## src/design/msb_bit_reader_octal_int_macros.svh

```systemverilog
// Assertion macros for the MSB-first bit reader.
// Included by the top level; no other dependencies.
`ifndef MSB_BIT_READER_OCTAL_INT_MACROS_SVH
`define MSB_BIT_READER_OCTAL_INT_MACROS_SVH
`ifndef SYNTHESIS
// same-cycle implication
`define MSBR_ASSERT_IMPL(name, clk, rst, ante, cons) \
  name: assert property (@(posedge clk) disable iff (rst) (ante) |-> (cons)) \
    else $error("msbr: assertion failed");
// next-cycle implication
`define MSBR_ASSERT_NEXT(name, clk, rst, ante, cons) \
  name: assert property (@(posedge clk) disable iff (rst) (ante) |=> (cons)) \
    else $error("msbr: assertion failed");
`else
`define MSBR_ASSERT_IMPL(name, clk, rst, ante, cons)
`define MSBR_ASSERT_NEXT(name, clk, rst, ante, cons)
`endif
`endif

```

## src/design/msbr_pkg.sv

```systemverilog
// Shared types and constants for the MSB-first bit reader.
// No dependencies.
package msbr_pkg;

  // default ring size and read-width cap
  localparam int BufferBytesDefault = 16;
  localparam int MaxReadBits        = 32;

  // command codes
  localparam logic [2:0] CMD_PUSH      = 3'd0;
  localparam logic [2:0] CMD_READ_BITS = 3'd1;
  localparam logic [2:0] CMD_READ_INT  = 3'd2;
  localparam logic [2:0] CMD_ALIGN     = 3'd3;
  localparam logic [2:0] CMD_MARK_END  = 3'd4;

  // status codes
  localparam logic [1:0] STAT_OK       = 2'd0;
  localparam logic [1:0] STAT_SHORT    = 2'd1;
  localparam logic [1:0] STAT_OVERFLOW = 2'd2;
  localparam logic [1:0] STAT_FULL     = 2'd3;

  // input item
  typedef struct packed {
    logic [2:0] cmd;
    logic [7:0] data_byte;
    logic [5:0] bit_count;
  } item_t;

  // result item
  typedef struct packed {
    logic [63:0] value;
    logic [1:0]  status;
    logic        at_end;
  } result_t;

  // control sequencer states
  typedef enum logic [1:0] {
    S_IDLE,
    S_DISPATCH,
    S_WALK
  } state_t;

  // sequencer to bit fetch unit
  typedef struct packed {
    logic restart;
    logic run;
  } fetch_ctl_t;

  // bit fetch unit to sequencer
  typedef struct packed {
    logic vld;
    logic val;
  } fetch_bit_t;

  // sequencer to accumulator
  typedef struct packed {
    logic clr;
    logic shift;
    logic din;
  } acc_ctl_t;

endpackage

```

## src/design/msbr_ram.sv

```systemverilog
// Generic single-write, single-read RAM with registered read data.
// No dependencies.
module msbr_ram #(
  parameter int WIDTH = 8,
  parameter int DEPTH = 16,
  localparam int AW = $clog2(DEPTH)
) (
  input  logic             clk,
  input  logic             we,
  input  logic [AW-1:0]    waddr,
  input  logic [WIDTH-1:0] wdata,
  input  logic [AW-1:0]    raddr,
  output logic [WIDTH-1:0] rdata
);

  logic [WIDTH-1:0] mem [DEPTH];

  // write port and registered read port
  always_ff @(posedge clk) begin
    if (we) begin
      mem[waddr] <= wdata;
    end
    rdata <= mem[raddr];
  end

endmodule

```

## src/design/msbr_bit_fetch.sv

```systemverilog
// Bit fetch unit: walks the stream one bit per cycle from the byte ring.
// Depends on msbr_pkg; drives the read port of msbr_ram.
module msbr_bit_fetch #(
  parameter int BUFFER_BYTES = msbr_pkg::BufferBytesDefault,
  localparam int HW  = $clog2(BUFFER_BYTES),
  localparam int FW  = $clog2(BUFFER_BYTES + 1),
  localparam int AVW = FW + 3,
  localparam int KW  = $clog2(8 * BUFFER_BYTES + 64)
) (
  input  logic                 clk,
  input  logic                 rst,
  input  msbr_pkg::fetch_ctl_t ctl,
  input  logic [KW-1:0]        limit,
  input  logic [HW-1:0]        head,
  input  logic [2:0]           off,
  input  logic [AVW-1:0]       avail,
  output logic [HW-1:0]        raddr,
  input  logic [7:0]           rdata,
  output msbr_pkg::fetch_bit_t fbit
);

  localparam int HW1 = HW + 1;
  localparam logic [HW:0] Depth = BUFFER_BYTES[HW:0];

  logic [KW-1:0] k;
  logic          issue;
  logic          past;
  logic [KW-1:0] abs_pos;
  logic [HW:0]   slot_sum;
  logic          vld_q;
  logic          past_q;
  logic [2:0]    sub_q;

  // issue stage: address of bit k ahead of the read position
  always_comb begin
    issue    = ctl.run && (k < limit);
    past     = (k >= KW'(avail));
    abs_pos  = KW'(off) + k;
    slot_sum = HW1'(head) + HW1'(abs_pos >> 3);
    raddr    = (slot_sum >= Depth) ? HW'(slot_sum - Depth) : HW'(slot_sum);
  end

  // bit counter and issue valid
  always_ff @(posedge clk) begin
    if (rst) begin
      k     <= '0;
      vld_q <= 1'b0;
    end else begin
      if (ctl.restart) begin
        k <= '0;
      end else if (issue) begin
        k <= k + KW'(1);
      end
      vld_q <= issue && !ctl.restart;
    end
  end

  // bit position travels with the read
  always_ff @(posedge clk) begin
    past_q <= past;
    sub_q  <= abs_pos[2:0];
  end

  // data stage: past the buffered data every bit is a one
  always_comb begin
    fbit.vld = vld_q;
    fbit.val = past_q | rdata[3'd7 - sub_q];
  end

endmodule

```

## src/design/msbr_shift_acc.sv

```systemverilog
// Serial value accumulator: shifts one bit in per cycle while shift is set, tracks overflow.
// Depends on msbr_pkg.
module msbr_shift_acc (
  input  logic               clk,
  input  logic               rst,
  input  msbr_pkg::acc_ctl_t ctl,
  output logic [63:0]        acc,
  output logic               ovf
);

  // a one shifted out of the top means the value needs more than 64 bits
  always_ff @(posedge clk) begin
    if (rst) begin
      ovf <= 1'b0;
    end else if (ctl.clr) begin
      ovf <= 1'b0;
    end else if (ctl.shift) begin
      ovf <= ovf | acc[63];
    end
  end

  // value shift register
  always_ff @(posedge clk) begin
    if (ctl.clr) begin
      acc <= '0;
    end else if (ctl.shift) begin
      acc <= {acc[62:0], ctl.din};
    end
  end

endmodule

```

## src/design/msb_bit_reader_octal_int.sv

```systemverilog
// Top level of the MSB-first bit reader over a byte ring buffer.
// Depends on msbr_pkg, msbr_ram, msbr_bit_fetch, msbr_shift_acc and the macro header.
`include "msb_bit_reader_octal_int_macros.svh"

// Each accepted item gives exactly one result, shown for one cycle with done
// high; the receiver cannot stall it, so capture it then. Bits leave the ring
// one per cycle through the single RAM read port during a read. Push, align,
// mark end, unknown commands, zero-count and failed bit reads finish in the
// dispatch state; bit and integer reads then walk the ring bit by bit (a short
// integer read stops at the first group that runs past the data). busy is low
// while done is high, so the next item can be taken in the result cycle.
module msb_bit_reader_octal_int #(
  parameter int BUFFER_BYTES = msbr_pkg::BufferBytesDefault
) (
  input  logic              clk,
  input  logic              rst,
  input  logic              start,
  input  msbr_pkg::item_t   item,
  output logic              busy,
  output logic              done,
  output msbr_pkg::result_t result
);

  localparam int HW  = $clog2(BUFFER_BYTES);
  localparam int HW1 = HW + 1;
  localparam int FW  = $clog2(BUFFER_BYTES + 1);
  localparam int AVW = FW + 3;
  localparam int KW  = $clog2(8 * BUFFER_BYTES + 64);
  localparam logic [HW:0]   Depth     = BUFFER_BYTES[HW:0];
  localparam logic [FW-1:0] DepthFill = BUFFER_BYTES[FW-1:0];

  msbr_pkg::state_t     state, state_next;
  logic [HW-1:0]        head, head_next;
  logic [FW-1:0]        fill, fill_next;
  logic [2:0]           off, off_next;
  logic                 end_marked, end_next;
  logic [KW-1:0]        rcnt, rcnt_next;
  logic                 term_q, term_next;
  logic                 done_next;
  msbr_pkg::result_t    res_next;

  logic [2:0]           cmd_q;
  logic [7:0]           data_q;
  logic [5:0]           cnt_q;

  logic [AVW-1:0]       avail;
  logic                 bits_short;
  logic                 walk_done;
  logic [KW-1:0]        rcnt1;
  logic [KW-1:0]        cons_k;
  logic                 cons_all;
  logic [KW-1:0]        cons_total;
  logic [HW:0]          cons_whole;
  logic [63:0]          shifted;
  logic                 ovf_now;

  logic                 ram_we;
  logic [HW-1:0]        ram_waddr;
  logic [HW-1:0]        ram_raddr;
  logic [7:0]           ram_rdata;
  logic [KW-1:0]        limit;
  msbr_pkg::fetch_ctl_t fctl;
  msbr_pkg::fetch_bit_t fbit;
  msbr_pkg::acc_ctl_t   actl;
  logic [63:0]          acc;
  logic                 acc_ovf;

  // ring index add with one wrap; x never exceeds the ring size
  function automatic logic [HW-1:0] ring_add(input logic [HW-1:0] h, input logic [HW:0] x);
    logic [HW:0] s;
    s = HW1'(h) + x;
    return (s >= Depth) ? HW'(s - Depth) : HW'(s);
  endfunction

  assign busy = (state != msbr_pkg::S_IDLE);

  // buffered bits ahead of the read position
  always_comb begin
    avail      = (fill == '0) ? '0 : ({fill, 3'b000} - AVW'(off));
    bits_short = !end_marked && (KW'(cnt_q) > KW'(avail));
    rcnt1      = rcnt + KW'(1);
    shifted    = {acc[62:0], fbit.val};
    ovf_now    = acc_ovf | acc[63];
    limit      = (cmd_q == msbr_pkg::CMD_READ_BITS) ? KW'(cnt_q) : '1;
    ram_waddr  = ring_add(head, HW1'(fill));
  end

  // consume arithmetic for a finished read
  always_comb begin
    cons_k     = (cmd_q == msbr_pkg::CMD_READ_BITS) ? KW'(cnt_q) : rcnt1;
    cons_all   = (cons_k >= KW'(avail));
    cons_total = KW'(off) + cons_k;
    cons_whole = HW1'(cons_total >> 3);
  end

  // walk completion: last bit of a bit read, or end of a group that settles an integer
  always_comb begin
    walk_done = 1'b0;
    if (state == msbr_pkg::S_WALK && fbit.vld) begin
      if (cmd_q == msbr_pkg::CMD_READ_BITS) begin
        walk_done = (rcnt1 == KW'(cnt_q));
      end else if (rcnt[1:0] == 2'b11) begin
        walk_done = term_q || (!end_marked && (rcnt1 > KW'(avail)));
      end
    end
  end

  // next state
  always_comb begin
    state_next = state;
    case (state)
      msbr_pkg::S_IDLE: begin
        if (start) begin
          state_next = msbr_pkg::S_DISPATCH;
        end
      end
      msbr_pkg::S_DISPATCH: begin
        if (cmd_q == msbr_pkg::CMD_READ_INT) begin
          state_next = msbr_pkg::S_WALK;
        end else if (cmd_q == msbr_pkg::CMD_READ_BITS && cnt_q != '0 && !bits_short) begin
          state_next = msbr_pkg::S_WALK;
        end else begin
          state_next = msbr_pkg::S_IDLE;
        end
      end
      msbr_pkg::S_WALK: begin
        if (walk_done) begin
          state_next = msbr_pkg::S_IDLE;
        end
      end
      default: state_next = msbr_pkg::S_IDLE;
    endcase
  end

  // datapath and outputs of the sequencer
  always_comb begin
    head_next  = head;
    fill_next  = fill;
    off_next   = off;
    end_next   = end_marked;
    rcnt_next  = rcnt;
    term_next  = term_q;
    done_next  = 1'b0;
    res_next   = result;
    ram_we     = 1'b0;
    fctl       = '0;
    actl       = '0;
    actl.din   = fbit.val;

    case (state)
      msbr_pkg::S_DISPATCH: begin
        rcnt_next = '0;
        term_next = 1'b0;
        done_next = 1'b1;
        res_next.value  = '0;
        res_next.status = msbr_pkg::STAT_OK;
        case (cmd_q)
          msbr_pkg::CMD_PUSH: begin
            if (fill == DepthFill) begin
              res_next.status = msbr_pkg::STAT_FULL;
            end else begin
              ram_we    = 1'b1;
              fill_next = fill + FW'(1);
            end
          end
          msbr_pkg::CMD_READ_BITS: begin
            if (cnt_q != '0) begin
              if (bits_short) begin
                res_next.status = msbr_pkg::STAT_SHORT;
              end else begin
                done_next    = 1'b0;
                fctl.restart = 1'b1;
                actl.clr     = 1'b1;
              end
            end
          end
          msbr_pkg::CMD_READ_INT: begin
            done_next    = 1'b0;
            fctl.restart = 1'b1;
            actl.clr     = 1'b1;
          end
          msbr_pkg::CMD_ALIGN: begin
            // a partly read byte is dropped whole
            if (off != '0) begin
              head_next = ring_add(head, HW1'(1));
              fill_next = fill - FW'(1);
              off_next  = '0;
            end
          end
          msbr_pkg::CMD_MARK_END: begin
            end_next = 1'b1;
          end
          default: begin
          end
        endcase
      end

      msbr_pkg::S_WALK: begin
        fctl.run = 1'b1;
        if (fbit.vld) begin
          rcnt_next = rcnt1;
          if (cmd_q == msbr_pkg::CMD_READ_BITS) begin
            actl.shift = 1'b1;
          end else if (rcnt[1:0] == 2'b00) begin
            // first bit of a group marks the last group
            term_next = fbit.val;
          end else begin
            actl.shift = 1'b1;
          end
        end

        if (walk_done) begin
          done_next       = 1'b1;
          res_next.value  = '0;
          res_next.status = msbr_pkg::STAT_OK;
          // a group that runs past the data fails the read, even a last group
          if (cmd_q == msbr_pkg::CMD_READ_INT && !end_marked && (rcnt1 > KW'(avail))) begin
            res_next.status = msbr_pkg::STAT_SHORT;
          end else begin
            if (cmd_q == msbr_pkg::CMD_READ_INT && ovf_now) begin
              res_next.value  = '1;
              res_next.status = msbr_pkg::STAT_OVERFLOW;
            end else begin
              res_next.value = shifted;
            end
            // consume the bits read
            if (cons_all) begin
              head_next = ring_add(head, HW1'(fill));
              fill_next = '0;
              off_next  = '0;
            end else begin
              head_next = ring_add(head, cons_whole);
              fill_next = fill - FW'(cons_whole);
              off_next  = cons_total[2:0];
            end
          end
        end
      end

      default: begin
      end
    endcase

    res_next.at_end = done_next ? (end_next && fill_next == '0) : result.at_end;
  end

  // control registers
  always_ff @(posedge clk) begin
    if (rst) begin
      state      <= msbr_pkg::S_IDLE;
      head       <= '0;
      fill       <= '0;
      off        <= '0;
      end_marked <= 1'b0;
      rcnt       <= '0;
      term_q     <= 1'b0;
      done       <= 1'b0;
    end else begin
      state      <= state_next;
      head       <= head_next;
      fill       <= fill_next;
      off        <= off_next;
      end_marked <= end_next;
      rcnt       <= rcnt_next;
      term_q     <= term_next;
      done       <= done_next;
    end
  end

  // item capture and result register
  always_ff @(posedge clk) begin
    if (start && !busy) begin
      cmd_q  <= item.cmd;
      data_q <= item.data_byte;
      cnt_q  <= (item.bit_count > 6'(msbr_pkg::MaxReadBits)) ?
                6'(msbr_pkg::MaxReadBits) : item.bit_count;
    end
    result <= res_next;
  end

  // byte ring
  msbr_ram #(
    .WIDTH (8),
    .DEPTH (BUFFER_BYTES)
  ) u_ram (
    .clk   (clk),
    .we    (ram_we),
    .waddr (ram_waddr),
    .wdata (data_q),
    .raddr (ram_raddr),
    .rdata (ram_rdata)
  );

  // one bit per cycle from the ring
  msbr_bit_fetch #(
    .BUFFER_BYTES (BUFFER_BYTES)
  ) u_fetch (
    .clk   (clk),
    .rst   (rst),
    .ctl   (fctl),
    .limit (limit),
    .head  (head),
    .off   (off),
    .avail (avail),
    .raddr (ram_raddr),
    .rdata (ram_rdata),
    .fbit  (fbit)
  );

  // serial value accumulator
  msbr_shift_acc u_acc (
    .clk (clk),
    .rst (rst),
    .ctl (actl),
    .acc (acc),
    .ovf (acc_ovf)
  );

  // checks
  `MSBR_ASSERT_IMPL(a_fill_bound, clk, rst, 1'b1, fill <= DepthFill)
  `MSBR_ASSERT_IMPL(a_empty_aligned, clk, rst, fill == '0, off == '0)
  `MSBR_ASSERT_NEXT(a_done_pulse, clk, rst, done, !done)
  `MSBR_ASSERT_IMPL(a_short_keeps, clk, rst, done && result.status == msbr_pkg::STAT_SHORT, head == $past(head) && fill == $past(fill) && off == $past(off))

endmodule

```

## config.mk

```make
export PLATFORM = sky130hd
export DESIGN_NAME = msb_bit_reader_octal_int
export DESIGN_NICKNAME = d
export VERILOG_FILES = /design/src/design/msbr_pkg.sv /design/src/design/msbr_ram.sv /design/src/design/msbr_bit_fetch.sv /design/src/design/msbr_shift_acc.sv /design/src/design/msb_bit_reader_octal_int.sv
export VERILOG_INCLUDE_DIRS = /design/src /design/src/design
export SDC_FILE = /design/constraint.sdc
export NUM_CORES = 1
export LEC_CHECK = 0
export BUFFER_PORTS_ARGS = -buffer_cell sky130_fd_sc_hd__buf_2
export CAP_MARGIN = 20
export CELL_PAD_IN_SITES_DETAIL_PLACEMENT = 1
export CELL_PAD_IN_SITES_GLOBAL_PLACEMENT = 2
export CORE_MARGIN = 5
export CORE_UTILIZATION = 42
export CTS_BUF_LIST = sky130_fd_sc_hd__clkbuf_4 sky130_fd_sc_hd__clkbuf_8 sky130_fd_sc_hd__clkbuf_16
export CTS_CLUSTER_SIZE = 24
export DETAILED_ROUTE_END_ITERATION = 6
export HOLD_SLACK_MARGIN = 0.05
export PLACE_DENSITY = 0.91
export SLEW_MARGIN = 15
export SYNTH_ARGS = -nofsm -noshare
export SYNTH_HDL_FRONTEND = slang
export SYNTH_HIERARCHICAL = 1
export SYNTH_SLANG_ARGS = --single-unit
```

## constraint.sdc

```tcl
create_clock -name clk -period 6.5 [get_ports clk]
set_input_delay 0.325 -clock clk [delete_from_list [all_inputs] [get_ports clk]]
set_output_delay 0.325 -clock clk [all_outputs]
set_load 0.03 [all_outputs]
```

==> results of run 1 <==
==> cell type report <==
| class | instances | area [sq um] | share of cell area (%) |
|---|---|---|---|
| multi-input combinational | 755 | 5990 | 34.5 |
| timing repair buffer | 111 | 653 | 3.76 |
| sequential | 323 | 8590 | 49.5 |
| tap | 461 | 577 | 3.32 |
| clock buffer | 46 | 1020 | 5.90 |
| inverter | 68 | 255 | 1.47 |
| clock inverter | 20 | 268 | 1.54 |
==> worst max-delay path by stage <==
stage	startpoint	endpoint	slack [ps]	cells after the start
2_1_floorplan	fill[1]	result[10]	570	15
6_report	cmd_q[2]	result[0]	1720	19
5_1_grt	cmd_q[2]	result[0]	1350	19
3_3_place_gp	cmd_q[2]	result[0]	1880	19
4_1_cts	cmd_q[2]	result[0]	1710	19
3_5_place_dp	cmd_q[2]	result[0]	1780	19
==> layer usage <==
metal	wire length (microns)	vias up	part of all wire, %
met2	19100	246	51
met4	717	0	1.9
li1	-	4620	-
met1	16000	4996	43
met3	1700	52	4.5
met5	0	-	0
==> report_power, final <==
part           switching, W  total (W)  leakage (nW)  internal, W
Sequential        0.0000381    0.00227          2.86      0.00223
Clock              0.000828    0.00219         0.626      0.00136
Combinational      0.000187   0.000284          2.90    0.0000973
==> critical path: stages, from the launching register on <==
cell and delay (ps):
edfxtp_1 570, nor3b_4 240, buf_4 240, clkinv_1 350, a21boi_0 390, ha_1 230, inv_1 60, fa_1 370
nor2b_1 170, o221a_2 250, xnor2_1 280, inv_1 90, ha_1 290, a21o_1 160, a21oi_1 170, xor2_1 210
nor2_1 60, a31oi_1 160, o21ai_0 110, nor4_1 220
==> per-stage QoR <==
step                      utilization, %  worst slack [ps]  hold WS [ps]
after detailed placement            44.8              1780           504
after floorplan                        -               566           396
after CTS                           48.7              1710          57.2
after global routing                48.8              1350          68.5
final                               48.8              1720          77.3
after global placement              44.8              1880           480
==> registers in the layout, summed over array words and instances, names as in the netlist, 2 cells and up <==
signal and count:
rcnt 8, head 4, u_fetch/k 8, state 2, u_acc/acc 64, u_fetch/sub_q 3
off 3, u_ram/rdata 8, fill 5, data_q 8, cnt_q 6, u_ram/mem 128
result 67, cmd_q 3
==> Yosys cell counts, types with 10 or more instances <==
library cell and count:
a21oi_1 40, a22oi_1 21, a31oi_1 10, clkbuf_1 36
dfxtp_1 111, edfxtp_1 212, ha_1 68, inv_1 67
mux2i_1 68, mux4_1 14, mux4_2 20, nand2_1 54
nand2b_1 13, nand3_1 19, nor2_1 129, nor2b_1 18
o21a_1 71, o21ai_0 31, or3_1 11, xnor2_1 29
xor2_1 13
==> logic make-up (layout without fill, tap and decap cells) <==
| family | after synthesis | in the layout | share of synthesized area (%) |
|---|---|---|---|
| buf+inv | 130 | 245 | 3.96 |
| simple gates | 297 | 297 | 9.39 |
| mux | 103 | 103 | 9.97 |
| flops | 323 | 323 | 56.7 |
| xor+xnor | 43 | 43 | 2.58 |
| fa+ha+maj | 74 | 74 | 6.41 |
| compound gates | 238 | 238 | 11.0 |
==> results.yml, run 1 <==
clock_tree:
  cts_buffers: 37
  cts_tree: "built"
  clk_pin_slew_ps: 60
  cts_root_buffer: "clkbuf_16"
  insertion_delay_ps: 520
  htree_levels: 2
  cts_buffer_depth: 3
  ctsHoldBuffers: 11
  postCtsSetupBuffers: 0
  post_cts_resized: 0
  cts_sinks: 323
grt:
  grt_max_degree: 67
  antenna_found_initial: 0
  track_usage_pct: 18.8
  gr-total-overflow: 0
  grt_pass1_wl_microns: 59500
  busiest_layer: "met2"
  use_met1_pct: 24.7
  grt_pass1_vias: 10665
  use_met2_pct: 33.1
  use_met3_pct: 3.00
min_path:
  worstHoldEndpoint: "cnt_q[5]"
  hold_depth: 1
  hold_path_class: "primary input to flip-flop"
  hp-start: "item[5]"
critical_path:
  path_class: "flip-flop to flip-flop"
  cp.arrival_ps: 5130
  reg2reg_from: "cmd_q[2]"
  rr_worst_depth: 19
  r2r_setup_slack_ps: 1720
  r2r-end: "result[0]"
  end_kind: "flip-flop"
  required_ps: 6850
  critPathLaunchType: "flip-flop"
  worst-path-max-fanout: 16
sta:
  setup_tns_ps: 0
  period_share_pct: 73.6
  fin_skew_ps: 26.1
  setup_viol: 0
  rsz0062_at_grt: "no"
  layout_min_cycle_time_ps: 4780
  fmax_ghz: 0.209
  slew_viol_final: 0
  relSlewSlack_pct: 26.4
  finalHoldViolations: 0
  worst_pin_slew_ps: 1100
drt:
  wl_per_cell_microns: 21.0
  vias_per_cell: 5.56
  drc: 0
  drt_first_pass_iters: 5
  detail_route.iter0.violations: 605
  routed_wl_microns: 37500
  vias: 9914
  drtAntennaViolNets: 0
placed_design:
  port_buffers: 88
  place_inst: 1706
  dp_hpwl_microns: 25500
  place_congestion: 0.896
  dpl_cell_area_sq_mm: 0.0159
logic_synthesis:
  synth_top_flop_cell: "edfxtp_1"
  netlist_instances: 1208
  netlist_area_sq_mm: 0.0151
  ys_warn_count: 6
  ys_ff_latch: 323
  yosysTopAreaCell: "edfxtp_1"
  async_flop_share_pct: 0
  seq_area_frac_synth_pct: 56.7
  post_synth.cell_area_avg_sq_um: 12.5
  synth_nets: 1302
  synth_edf_count: 212
  synth_top_area_share_pct: 42.0
  synth.distinct_cells: 78
  synth.area.top_cells: "edfxtp_1 42%, dfxtp_1 15%, ha_1 5.6%"
pwr:
  power_w: 0.00474
  ir_drop_v: 0.000173
  p_leak_nw: 6.39
  p_per_area_mw_per_mm2: 273
flow_run:
  cap_violations: 0
status:
  status: "complete, no violations"
cells_and_area:
  most-common-layout-cells: "212 x edfxtp_1, 126 x nor2_1, 111 x dfxtp_1"
  fin_cells: 1784
  antenna_cells: 0
  final_area_sq_mm: 0.0174
  layout_commonest_cell: "edfxtp_1"
  layout-drive-gt1-share_pct: 15.6
  fin_nets: 1390
  num-fill-cells: 3711
  area_growth_pct: 14.6
floorplanning:
  die_w_microns: 200
  fp.dieH_microns: 200
  die-area_sq_mm: 0.0399
  core.rowCount: 69
  io_pins: 89
  coreArea_sq_mm: 0.0356
  floorplan.initialDensity_pct: 42.6
Note: power is estimated with default switching activity, not from simulation.
==> inputs of run 2 (changes only) <==
- ABC_AREA: not set -> 1
- CORE_UTILIZATION: 42 -> 38
- PLACE_DENSITY: 0.91 -> 0.92
- clock period: 6.5 -> 4.57 ns (I/O delays scaled with it)
==> run 2 against run 1 <==
Synthesized cell count grew 62%. Critical path type unchanged. Setup slack lost 1300 ps. Global-route usage grew 0.068 points. Routed wire length grew 21%. Design area grew 8.6%. Cell count grew 49%. Non-clock buffer count grew 14. Via count grew 31%. Clock power grew 41%. Sequential share of layout area shrank 3.9 points.
==> results.yml, run 2 <==
pwr:
  clkPwrFrac_pct: 31.3
  p_per_area_mw_per_mm2: 524
  pwr-share-comb_pct: 29.8
  p_int_w: 0.00631
  p_leak_nw: 8.48
  p_sw_w: 0.00357
  switching_share_pct: 36.1
  pwr-share-seq_pct: 38.9
  ir_drop_v: 0.000306
sta:
  fin_skew_ps: 29.1
  setup_tns_ps: 0
  finalHoldViolations: 0
  rsz0062_at_grt: "no"
  setup_viol: 0
  layout_min_cycle_time_ps: 4160
  period_share_pct: 91.1
  fmax_ghz: 0.240
  worst_pin_slew_ps: 1120
  slew_viol_final: 0
  relSlewSlack_pct: 25.4
cells_and_area:
  largest_reg_flops: 128
  reg.largest.list: "u_ram/mem: 128 flops, result: 67 flops, u_acc/acc: 64 flops"
  most-common-layout-cells: "489 x nand2_1, 335 x nor2_1, 297 x inv_1"
  fin_cells: 2666
  layout_commonest_cell: "nand2_1"
  layout-drive-gt1-share_pct: 11.4
  antenna_cells: 0
  multi_input_area_sq_mm: 0.00627
  area_growth_pct: 14.5
  sequential_cell_area_sq_mm: 0.00859
  regMostFlops: "u_ram/mem"
  post-route-util_pct: 43.8
  num-fill-cells: 5180
  fin_nets: 2146
clock_tree:
  cts_buffer_depth: 3
  clk_pin_slew_ps: 60
  postCtsSetupBuffers: 0
  cts_tree: "built"
  cts_buffers: 37
  insertion_delay_ps: 560
  cts_root_buffer: "clkbuf_16"
  cts_sinks: 323
  htree_levels: 2
floorplanning:
  fp.dieH_microns: 218
  core.rowCount: 76
  floorplan.initialDensity_pct: 38.3
  die-area_sq_mm: 0.0476
  die_w_microns: 218
  coreArea_sq_mm: 0.0430
  io_pins: 89
critical_path:
  required_ps: 4770
  worst-path-max-fanout: 66
  cp.arrival_ps: 4360
  path_class: "flip-flop to flip-flop"
  critPathLaunchType: "flip-flop"
  end_kind: "flip-flop"
logic_synthesis:
  synth-simple-area-share_pct: 26.6
  synth_nets: 2055
  synth.area.top_cells: "edfxtp_1 39%, dfxtp_1 14%, nand2_1 11%"
  netlist_instances: 1961
  synth_top_area_share_pct: 38.7
  ys_warn_count: 6
  netlist_area_sq_mm: 0.0165
  yosysMostFrequentCell: "nand2_1"
  synthAdderAreaFrac_pct: 5.90
  synthMuxAreaShare_pct: 0
  async_flop_share_pct: 0
  synth_compound_area_share_pct: 3.93
  synth_top_flop_cell: "edfxtp_1"
  synth_top_family_by_area: "simple AND/OR/NAND/NOR gates"
  synth_xor_area_share_pct: 1.48
  ys_ff_latch: 323
  yosysTopAreaCell: "edfxtp_1"
  synth.distinct_cells: 52
  synth_common_cells: "490 x nand2_1, 336 x nor2_1, 297 x inv_1"
  synth_edf_count: 212
  post_synth.cell_area_avg_sq_um: 8.39
  seq_area_frac_synth_pct: 52.2
drt:
  drtAntennaViolNets: 0
  wl_per_cell_microns: 17.1
  drc: 0
  vias: 12982
  vias_per_cell: 4.87
  routed_wl_microns: 45500
  drt_first_pass_iters: 5
  detail_route.iter0.violations: 800
grt:
  track_usage_pct: 18.9
  grt_pass1_vias: 13470
  grt_pass1_wl_microns: 72100
  gr-total-overflow: 0
  antenna_found_initial: 0
  grt_max_degree: 130
placed_design:
  dp_hpwl_microns: 30500
  port_buffers: 88
  place_congestion: 0.838
  place_inst: 2581
min_path:
  hold_path_class: "primary input to flip-flop"
status:
  status: "complete, no violations"
flow_run:
  cap_violations: 0
## run 2: power groups by stage
| stage | sequential, W | combinational [W] | clock [W] |
|---|---|---|---|
| floorplan | 0.00406 | 0.00184 | 0 |
| global placement | 0.00388 | 0.00283 | 0 |
| detailed placement | 0.00391 | 0.00292 | 0 |
| CTS | 0.00385 | 0.00296 | 0.00317 |
| global route | 0.00390 | 0.00328 | 0.00329 |
| finish | 0.00384 | 0.00295 | 0.00309 |
## run 2: kinds of logic (layout without fill, tap and decap cells)
logic type               after synthesis  in the layout
XOR/XNOR                              27             27
AO/OA/AOI/OAI                        109            109
buffers and inverters                386            506
AND/OR/NAND/NOR                     1042           1042
adder cells (fa/ha/maj)               74             74
flip-flops                           323            323
## run 2: routing by layer
metal | routed length, microns | up-vias | track usage (%)
met2 | 23200 | 216 | 33.7
met1 | 19700 | 6363 | 24.2
met3 | 1760 | 49 | 3.08
li1 | - | 6354 | -
met5 | 0 | - | 0
met4 | 824 | 0 | 4.31
## run 2: final cells by class
cell class | count | area share (%)
Sequential cell | 323 | 45.6
Multi-Input combinational cell | 1252 | 33.3
Inverter | 313 | 6.27
Clock buffer | 49 | 5.58
Timing Repair Buffer | 125 | 4.24
Tap cell | 585 | 3.88
Clock inverter | 19 | 1.16
## run 2: timing repair
item / in CTS / in global routing
hold buffers: 17 / 0
resized for setup: 0 / 3
endpoints found under the setup margin: 0 / 1
endpoints found under the hold margin: 17 / 0
## run 2: worst max-delay path, cell delays in order, from the launching register on
cell and delay (ps):
dfxtp_1 480, clkinv_1 180, ha_1 250, inv_1 90
nor2_1 70, inv_1 60, nor2_1 50, inv_1 180
nand3_1 250, ha_1 380, nand2_1 60, inv_1 50
nand2_1 50, nand2_1 90, nand2_1 60, nand2_1 180
nand2_1 110, nand2_1 70, nand2_1 80, nand2_1 250
nand3_4 180, a21oi_4 200, buf_12 340
## run 2: worst paths after layout
kind,start,slack [ps],end,cells past startpoint
min reg2reg,rcnt[7],480,rcnt[7],2
min,start,100,state[1],3
max,fill[0],410,result[48],22
max reg2reg,fill[0],410,result[48],22
## run 2: stage by stage
step	worst slack, ps	power [W]	instance area (sq um)	hold WS (ps)
6_report	408	0.00988	18800	104
5_1_grt	13.1	0.0105	18800	95.1
3_3_place_gp	517	0.00671	17400	407
2_1_floorplan	504	0.00590	16500	305
4_1_cts	326	0.00998	18800	60.9
3_5_place_dp	334	0.00682	17400	408
